--- config.mk ---
export PLATFORM = sky130hd
export DESIGN_NAME = stable_priority_queue
export DESIGN_NICKNAME = d
export VERILOG_FILES = /design/src/rtl/spq_pkg.sv /design/src/rtl/spq_cell.sv /design/src/rtl/stable_priority_queue.sv
export SDC_FILE = /design/constraint.sdc
export NUM_CORES = 2
export LEC_CHECK = 0
export BUFFER_PORTS_ARGS = -buffer_cell sky130_fd_sc_hd__buf_4
export CORE_UTILIZATION = 35
export DETAILED_ROUTE_END_ITERATION = 10
export HOLD_SLACK_MARGIN = 0.1
export PLACE_DENSITY_LB_ADDON = 0.1
export SYNTH_ARGS = -nofsm -noshare
export SYNTH_HDL_FRONTEND = slang
export SYNTH_SLANG_ARGS = --single-unit
--- constraint.sdc ---
create_clock -name clk -period 12.1 [get_ports clk]
set_input_delay 3.63 -clock clk [delete_from_list [all_inputs] [get_ports clk]]
set_output_delay 3.63 -clock clk [all_outputs]
set_load 0.02 [all_outputs]
--- src/rtl/spq_pkg.sv ---
package spq_pkg;

    localparam int QUEUE_DEPTH = 16;
    localparam int IDX_W       = $clog2(QUEUE_DEPTH);
    localparam int CNT_W       = $clog2(QUEUE_DEPTH + 1);
    localparam int CFG_IDX_W   = 1;
    localparam int CFG_DATA_W  = 8;

    typedef enum logic [1:0] {
        CMD_INSERT = 2'd0,
        CMD_REMOVE = 2'd1,
        CMD_CLEAR  = 2'd2,
        CMD_READ   = 2'd3
    } cmd_t;

    typedef enum logic [1:0] {
        ST_OK    = 2'd0,
        ST_RANGE = 2'd1,
        ST_EMPTY = 2'd2,
        ST_FULL  = 2'd3
    } status_t;

    localparam logic [CFG_IDX_W-1:0] CFG_FLOOR   = 1'b0;
    localparam logic [CFG_IDX_W-1:0] CFG_CEILING = 1'b1;

    typedef struct packed {
        logic [7:0]  prio;
        logic [15:0] run_time;
        logic [7:0]  tag;
    } entry_t;

    typedef struct packed {
        logic   ins;
        logic   rem;
        entry_t new_entry;
    } cell_ctrl_t;

endpackage

--- src/rtl/spq_cell.sv ---
module spq_cell (
    input  logic               clk,
    input  spq_pkg::cell_ctrl_t ctrl,
    input  logic               occupied,
    input  logic               left_keep,
    input  spq_pkg::entry_t    left_entry,
    input  spq_pkg::entry_t    right_entry,
    output spq_pkg::entry_t    entry,
    output logic               keep
);
    import spq_pkg::*;

    entry_t entry_reg;
    entry_t entry_next;

    // keep: this entry stays ahead of the new one
    assign keep  = occupied && (entry_reg.prio <= ctrl.new_entry.prio);
    assign entry = entry_reg;

    always_comb
    begin
        entry_next = entry_reg;
        if (ctrl.ins)
        begin
            if (!keep)
            begin
                entry_next = left_keep ? ctrl.new_entry : left_entry;
            end
        end
        else if (ctrl.rem)
        begin
            entry_next = right_entry;
        end
    end

    always_ff @(posedge clk)
    begin
        entry_reg <= entry_next;
    end

endmodule

--- src/rtl/stable_priority_queue.sv ---
// Stable sorted priority queue built as a row of QUEUE_DEPTH entry cells.
// The result waits in a pending register, then loads into the output register once the output is free.
// Throughput: one item per cycle while in_stall is low; all cells update together from their neighbors.
// Reset (async, active low): count zero, output empty, floor 0, ceiling 255.
// Entry cells are not reset; only the first count cells are ever shown.
module stable_priority_queue (
    input  logic                            clk,
    input  logic                            rst_n,
    input  logic                            cfg_we,
    input  logic [spq_pkg::CFG_IDX_W-1:0]   cfg_index,
    input  logic [spq_pkg::CFG_DATA_W-1:0]  cfg_data,
    input  logic                            in_valid,
    output logic                            in_stall,
    input  logic [1:0]                      command,
    input  logic [7:0]                      priority_req,
    input  logic [15:0]                     run_time,
    input  logic [7:0]                      process_tag,
    output logic                            out_valid,
    input  logic                            out_stall,
    output logic [1:0]                      status,
    output logic [4:0]                      occupancy,
    output logic [7:0]                      head_priority,
    output logic [15:0]                     head_run_time,
    output logic [7:0]                      head_tag,
    output logic [7:0]                      tail_priority,
    output logic [15:0]                     tail_run_time,
    output logic [7:0]                      tail_tag
);
    import spq_pkg::*;

    logic [7:0]       floor_reg;
    logic [7:0]       ceiling_reg;
    logic [CNT_W-1:0] count_reg;
    logic [CNT_W-1:0] count_next;
    logic             pend_reg;
    status_t          pend_status_reg;
    status_t          step_status;
    logic             step_ins;
    logic             step_rem;
    logic             accept;
    logic             out_load;
    cell_ctrl_t       ctrl;
    entry_t           cell_entry [QUEUE_DEPTH];
    logic             keep_vec   [QUEUE_DEPTH];
    logic [IDX_W-1:0] tail_idx;
    logic             empty;
    entry_t           head_sel;
    entry_t           tail_sel;

    logic             out_valid_reg;
    status_t          status_reg;
    logic [4:0]       occupancy_reg;
    entry_t           head_reg;
    entry_t           tail_reg;

    assign out_load = !out_valid_reg || !out_stall;
    assign in_stall = pend_reg && !out_load;
    assign accept   = in_valid && !in_stall;

    always_comb
    begin
        step_status = ST_OK;
        step_ins    = 1'b0;
        step_rem    = 1'b0;
        count_next  = count_reg;
        unique case (cmd_t'(command))
            CMD_INSERT:
            begin
                if ((priority_req < floor_reg) || (priority_req > ceiling_reg))
                begin
                    step_status = ST_RANGE;
                end
                else if (count_reg == CNT_W'(QUEUE_DEPTH))
                begin
                    step_status = ST_FULL;
                end
                else
                begin
                    step_ins   = 1'b1;
                    count_next = count_reg + CNT_W'(1);
                end
            end
            CMD_REMOVE:
            begin
                if (count_reg == '0)
                begin
                    step_status = ST_EMPTY;
                end
                else
                begin
                    step_rem   = 1'b1;
                    count_next = count_reg - CNT_W'(1);
                end
            end
            CMD_CLEAR:
            begin
                count_next = '0;
            end
            CMD_READ:
            begin
                if (count_reg == '0)
                begin
                    step_status = ST_EMPTY;
                end
            end
            default:
            begin
                step_status = ST_OK;
            end
        endcase
    end

    assign ctrl.ins                = accept && step_ins;
    assign ctrl.rem                = accept && step_rem;
    assign ctrl.new_entry.prio     = priority_req;
    assign ctrl.new_entry.run_time = run_time;
    assign ctrl.new_entry.tag      = process_tag;

    for (genvar i = 0; i < QUEUE_DEPTH; i++)
    begin : g_cell
        logic   left_keep;
        entry_t left_entry;
        entry_t right_entry;

        if (i == 0)
        begin : g_first
            assign left_keep  = 1'b1;
            assign left_entry = ctrl.new_entry;
        end
        else
        begin : g_mid
            assign left_keep  = keep_vec[i-1];
            assign left_entry = cell_entry[i-1];
        end

        if (i == QUEUE_DEPTH - 1)
        begin : g_last
            assign right_entry = cell_entry[i];
        end
        else
        begin : g_inner
            assign right_entry = cell_entry[i+1];
        end

        spq_cell u_cell (
            .clk         (clk),
            .ctrl        (ctrl),
            .occupied    (CNT_W'(i) < count_reg),
            .left_keep   (left_keep),
            .left_entry  (left_entry),
            .right_entry (right_entry),
            .entry       (cell_entry[i]),
            .keep        (keep_vec[i])
        );
    end

    assign empty    = (count_reg == '0);
    assign tail_idx = IDX_W'(count_reg - CNT_W'(1));
    assign head_sel = empty ? '0 : cell_entry[0];
    assign tail_sel = empty ? '0 : cell_entry[tail_idx];

    always_ff @(posedge clk or negedge rst_n)
    begin
        if (!rst_n)
        begin
            floor_reg     <= 8'd0;
            ceiling_reg   <= 8'd255;
            count_reg     <= '0;
            pend_reg      <= 1'b0;
            out_valid_reg <= 1'b0;
        end
        else
        begin
            if (cfg_we)
            begin
                unique case (cfg_index)
                    CFG_FLOOR:   floor_reg   <= cfg_data;
                    CFG_CEILING: ceiling_reg <= cfg_data;
                    default:     floor_reg   <= floor_reg;
                endcase
            end
            if (accept)
            begin
                count_reg <= count_next;
                pend_reg  <= 1'b1;
            end
            else if (out_load)
            begin
                pend_reg <= 1'b0;
            end
            if (out_load)
            begin
                out_valid_reg <= pend_reg;
            end
        end
    end

    // hold result payload; load from the settled cells when the pending result can go out
    always_ff @(posedge clk)
    begin
        if (accept)
        begin
            pend_status_reg <= step_status;
        end
        if (out_load && pend_reg)
        begin
            status_reg    <= pend_status_reg;
            occupancy_reg <= 5'(count_reg);
            head_reg      <= head_sel;
            tail_reg      <= tail_sel;
        end
    end

    assign out_valid     = out_valid_reg;
    assign status        = status_reg;
    assign occupancy     = occupancy_reg;
    assign head_priority = head_reg.prio;
    assign head_run_time = head_reg.run_time;
    assign head_tag      = head_reg.tag;
    assign tail_priority = tail_reg.prio;
    assign tail_run_time = tail_reg.run_time;
    assign tail_tag      = tail_reg.tag;

endmodule

* Yosys cells after proc, flatten, opt, wreduce, memory -nomap -nowiden
Index checks and enable logic that the tools add are counted.
W data, S select, Z words.
** Storage, ports and cells
- Register bits after elaboration :: 608
- Input bits :: 48
** Operators by class
- Add/sub/neg operators :: 2
- $lt $le $gt $ge :: 35
- Equality and inequality tests :: 22
- Multiplexer cells :: 78
- Bitwise logic cells :: 3
- Reduce and logical (&&, ||, !) cells :: 52
** Operators with widths (count)
- $mux W32 :: 62
- $bmux W32 S4 :: 1
- $le A8 B8 Y1 :: 16
- $lt A4 B5 Y1 const A :: 8
- $ne A2 B2 Y1 const B :: 18
- $reduce_and A2 Y1 :: 18
- $logic_and A1 B1 Y1 :: 21
- $lt A3 B5 Y1 const A :: 4
- $mux W5 :: 3
- $pmux W5 S3 :: 1
- $lt A1 B5 Y1 const A :: 2
- $lt A2 B5 Y1 const A :: 2
- $gt A8 B8 Y1 :: 1
- $lt A8 B8 Y1 :: 1
- $mux W1 :: 7
- $mux W2 :: 3
- $add A5 B1 Y5 const B :: 1
- $eq A5 B5 Y1 const B :: 1
- $ge A5 B5 Y1 const B :: 1
- $logic_not A5 Y1 :: 1
- $not A4 Y5 :: 1
- $reduce_and A5 Y1 :: 1
- $sub A5 B1 Y5 const B :: 1
- $eq A2 B2 Y1 const B :: 2
- 9 further kinds :: 15

* Depth between registers and ports, before layout
- Depth in word-level cells :: 9
- Depth in mapped cells :: 13

* By module
A second synthesis with hierarchy kept.
** Second synthesis, totals
- Cells, all modules :: 3375
- Area total of the unflattened synthesis :: 38774.7 um2
** Modules (own cells, without submodules)
- spq_cell :: times used 16, cells an instance 172, area each 1893.1 um2, seq. area each 960.9 um2
- stable_priority_queue :: times used 1, cells an instance 623, area each 8485.6 um2, seq. area each 2777.7 um2

* Worst setup path before layout
No wires, ideal clock.
- Path kind :: input port to flip-flop
- Start :: input out_stall
- End :: register head_reg, in the netlist head_priority[0] (enable)
- Setup time :: 0.609 ns
- Arrival time :: 8.771 ns
- Data required time :: 11.491 ns
- Path slack :: 2.720 ns
- Stages on the path :: 1
- Buffers on the path :: 0
- Path through :: a21boi_0
** Between the ends
- Cells in the longest elaborated chain, start to end :: 3
** RTL lines
- from (decl) :: line stable_priority_queue.sv:19 : input logic out_stall,
- $logic_not A1 Y1 :: line stable_priority_queue.sv:56 : assign out_load = !out_valid_reg || !out_stall;
- $logic_or A1 B1 Y1 :: line stable_priority_queue.sv:56
- $logic_and A1 B1 Y1 :: line stable_priority_queue.sv:205 : if (out_load && pend_reg)
- to (signal assigned) :: line stable_priority_queue.sv:209 : head_reg <= head_sel;
- to (decl) :: line stable_priority_queue.sv:53 : entry_t head_reg;
Every way passes these cells.
A chain may end at the register's enable or synchronous reset.

* Worst setup path in the final report
- Start :: input out_stall
- End :: output in_stall
** Between the ends
- Cells in the longest elaborated chain, start to end :: 4
** RTL lines
- $logic_not A1 Y1 :: line stable_priority_queue.sv:56
- $logic_or A1 B1 Y1 :: line stable_priority_queue.sv:56
- $logic_not A1 Y1 :: line stable_priority_queue.sv:57 : assign in_stall = pend_reg && !out_load;
- $logic_and A1 B1 Y1 :: line stable_priority_queue.sv:57
- to (decl) :: line stable_priority_queue.sv:13 : output logic in_stall,
Every way passes these cells.

==> impl_summary.log <==
INFO  metric totalNegativeSetupSlack = 0 ps
INFO  metric ys_dominant_reg_cell = sky130_fd_sc_hd__edfxtp_1
INFO  metric cts_tree = yes
INFO  metric ys_types = 55
INFO  metric post_layout_min_period = 7680 ps
INFO  metric final_common_cell = sky130_fd_sc_hd__mux2_2
INFO  metric setup_repair_after_global_routing_missed_its_margin = false
INFO  metric viasPerCell = 5.67
INFO  metric worst_setup_hold_path_clk_slew = 50 ps
INFO  metric cp_top_family = buffers and inverters
INFO  metric drt_pass1_iterations = 5
INFO  metric remaining_drc_errors = 0
INFO  metric min_period_over_period = 63.5%
INFO  metric detailed_place.area = 40600 um^2
INFO  metric num_rows = 120
INFO  metric max_stage_delay = 150 ps
INFO  metric leakagePower = 0.0150 uW
INFO  metric gate_count_of_the_mapped_netlist = 2619
INFO  metric post-dp-hpwl = 73000 um
INFO  metric max_cap_violations = 0
INFO  metric via_count_of_the_first_global_routing_pass = 24.5k
INFO  metric finalWeightedCongestion = 0.824
INFO  metric worstReg2RegEnd = g_cell[1].u_cell.entry[12]
INFO  metric clockBufferDepth = 3
INFO  metric timing.final.max_slew_violations = 0
INFO  metric area_taken_by_multi_input_logic_gates = 19100 um^2
INFO  metric final_cell_mix = sky130_fd_sc_hd__mux2_2 (629), sky130_fd_sc_hd__edfxtp_1 (585), sky130_fd_sc_hd__mux2_1 (177)
INFO  metric reg2reg_from = count_reg[3]
INFO  metric htree_num_levels = 3
INFO  metric nets = 2878
INFO  metric critical_path.cell_chain = buf_4 -> nand3_1 -> inv_1 -> buf_4
INFO  metric cp_data_required_time = 8470 ps
INFO  metric area_delta_synth_final = 12.7%
INFO  metric final-hold-violation-count = 0
INFO  metric critical_path.startpoint_type = input port
INFO  metric grt_first_pass_wirelength = 175000 um
INFO  metric initialDrtViolationCount = 1758
INFO  metric worstSetupEndpointType = primary output
INFO  metric drtAntennaViolNets = 0
INFO  metric design_area = 43100 um^2
INFO  metric floorplan.io_pins = 121
INFO  metric hold_depth = 0
INFO  metric yosysSeqAreaShare = 47.5%
INFO  metric clock_insertion_delay_at_the_later_pin_of_the_skew_report = 660 ps
INFO  metric final_layout_size_suffix_gt1_share = 40.7%
INFO  metric max-vdd-ir-drop = 220 uV
INFO  metric synth-seq-cells = 608
INFO  metric outcome = finished clean
INFO  metric placedCellCount = 4002
INFO  metric cts_buffers = 78
INFO  metric synth_area_per_cell = 14.6 um^2
INFO  metric worst_hold_path_type = flip-flop to flip-flop
INFO  metric yosys_warnings = 0
INFO  metric critical-path-top-cell-by-count = sky130_fd_sc_hd__buf_4
INFO  metric min_from = pend_status_reg[0]
INFO  metric final-seq-area = 18200 um^2
INFO  metric clock_tree_root = sky130_fd_sc_hd__clkbuf_16
INFO  metric hold_buffers = 0
INFO  metric worst_path_max_delay_cell = sky130_fd_sc_hd__buf_4
INFO  metric synth-edff-count = 585
INFO  metric p_switching = 3620 uW
INFO  metric clock-sinks = 608
INFO  metric tightest_slew = 1230 ps
INFO  metric cts_setup_buffers = 0
INFO  metric grt.total_usage = 21.5%
INFO  metric floorplan.die.height = 332 um
INFO  metric fillerInstances = 9873
INFO  metric postLayoutCoreUtil = 40.0%
INFO  metric num_vias = 23.5k
INFO  metric clkPwrFrac = 24.2%
INFO  metric power.internal = 5820 uW
INFO  metric timing.reg2reg.worst_path_depth = 6
INFO  metric io_buffers = 120
INFO  metric path_max_fanout = 3
INFO  metric cellPowerDensity = 219 nW/um^2
INFO  metric critical_path.n_buffers_inverters = 3
INFO  metric start_util = 35.5%
INFO  metric fin_worst_skew = 29.3 ps
INFO  metric synth-async-reset-ratio = 3.78%
INFO  metric grt-ovfl-total = 0
INFO  metric cts-resized-gates = 0
INFO  metric timing.final.setup_violations = 0
INFO  metric largest_net_degree_at_the_start_of_global_routing = 143
INFO  metric fp.coreArea = 108000 um^2
INFO  metric timing.setup.critical_path_class = input port to primary output
INFO  metric antenna_found_initial = 1
INFO  metric arrival = 4050 ps
INFO  metric die_outline_area = 111000 um^2
INFO  metric power.share.combinational = 44.9%
INFO  metric chipWidth = 332 um
INFO  metric wl = 120000 um
INFO  metric mappedNetlistNets = 2818
INFO  metric number_of_flip_flops_in_the_largest_register = 512
INFO  metric fmax = 130 MHz
INFO  metric finalNonFillerCells = 4138
INFO  metric holdPathEnd = status[0]
INFO  metric area_of_the_mapped_netlist = 38200 um^2
INFO  metric rrSetupSlack = 7520 ps
INFO  metric wl_per_cell = 29.0 um
INFO  metric p_sw_share = 38.3%
INFO  metric max-slew-margin-rel = 16.8%
INFO  metric power.sequential.fraction = 30.9%
## worst max-delay path by stage
stage,start,endpoint,slack (ps),cells after the start
6_report,out_stall,in_stall,4420,4
3_5_place_dp,priority_req[0],g_cell[12].u_cell.entry[4],3890,11
2_1_floorplan,out_stall,head_priority[0],2720,1
5_1_grt,out_stall,in_stall,4370,4
3_3_place_gp,priority_req[0],g_cell[12].u_cell.entry[3],3900,11
4_1_cts,out_stall,in_stall,4410,4
## power by group through the flow
stage | Combinational, uW | Clock, uW | Sequential [uW]
floorplan | 2690 | 0 | 2970
global placement | 4260 | 0 | 2950
detailed placement | 4270 | 0 | 2960
CTS | 4290 | 2360 | 2920
global route | 4480 | 2420 | 2950
finish | 4240 | 2280 | 2920
## routing by layer
layer,up-vias,part of all wire (%),track usage (%)
met5,-,0.012,0
met4,2,2.3,6.13
met3,145,5.4,4.08
met2,602,48,35.3
met1,12300,45,28.8
li1,10500,-,-
## cell families after synthesis
group,count (synthesis),synth area share (%)
buffers and inverters,277,3.46
multiplexers,1130,36.8
AND/OR/NAND/NOR,211,3.16
XOR/XNOR,2,0.0458
AO/OA/AOI/OAI,240,4.13
flip-flops,608,47.5
adder cells (fa/ha/maj),151,4.94
## cell usage after synthesis, types with 15 or more instances
master	instances	area (um^2)
sky130_fd_sc_hd__a211oi_1	71	533
sky130_fd_sc_hd__a21oi_1	63	315
sky130_fd_sc_hd__and2_1	34	213
sky130_fd_sc_hd__and4_1	15	131
sky130_fd_sc_hd__buf_2	70	350
sky130_fd_sc_hd__buf_6	25	282
sky130_fd_sc_hd__clkbuf_1	87	327
sky130_fd_sc_hd__dfrtp_1	15	375
sky130_fd_sc_hd__edfxtp_1	585	17600
sky130_fd_sc_hd__ha_1	151	1890
sky130_fd_sc_hd__inv_1	86	323
sky130_fd_sc_hd__mux2_1	177	1990
sky130_fd_sc_hd__mux2_2	629	7080
sky130_fd_sc_hd__mux2_4	28	420
sky130_fd_sc_hd__mux2i_1	168	1680
sky130_fd_sc_hd__mux4_2	128	2880
sky130_fd_sc_hd__nand2_1	44	165
sky130_fd_sc_hd__nand4_1	17	106
sky130_fd_sc_hd__nor2_1	16	60.1
sky130_fd_sc_hd__nor2b_1	53	332
sky130_fd_sc_hd__o211ai_1	16	120
sky130_fd_sc_hd__o21ai_0	49	245
## per-stage QoR
step / setup slack, ps / power [uW] / hold slack (ps)
floorplan: 2720 / 5660 / 400
global placement: 3900 / 7210 / 416
detailed placement: 3890 / 7230 / 412
CTS: 4410 / 9560 / 424
global route: 4370 / 9850 / 427
finish: 4420 / 9440 / 422
## final cells by class
cell class                 count  area share [%]
antenna                        1         0.00581
clock buffer                  96            4.74
clock inverter                39           0.907
inverter                      86           0.750
multi-input combinational   1734            44.3
sequential                   608            42.2
tap                         1403            4.08
timing repair buffer         171            3.04
No activity file was read; power rests on OpenSTA's default activity.
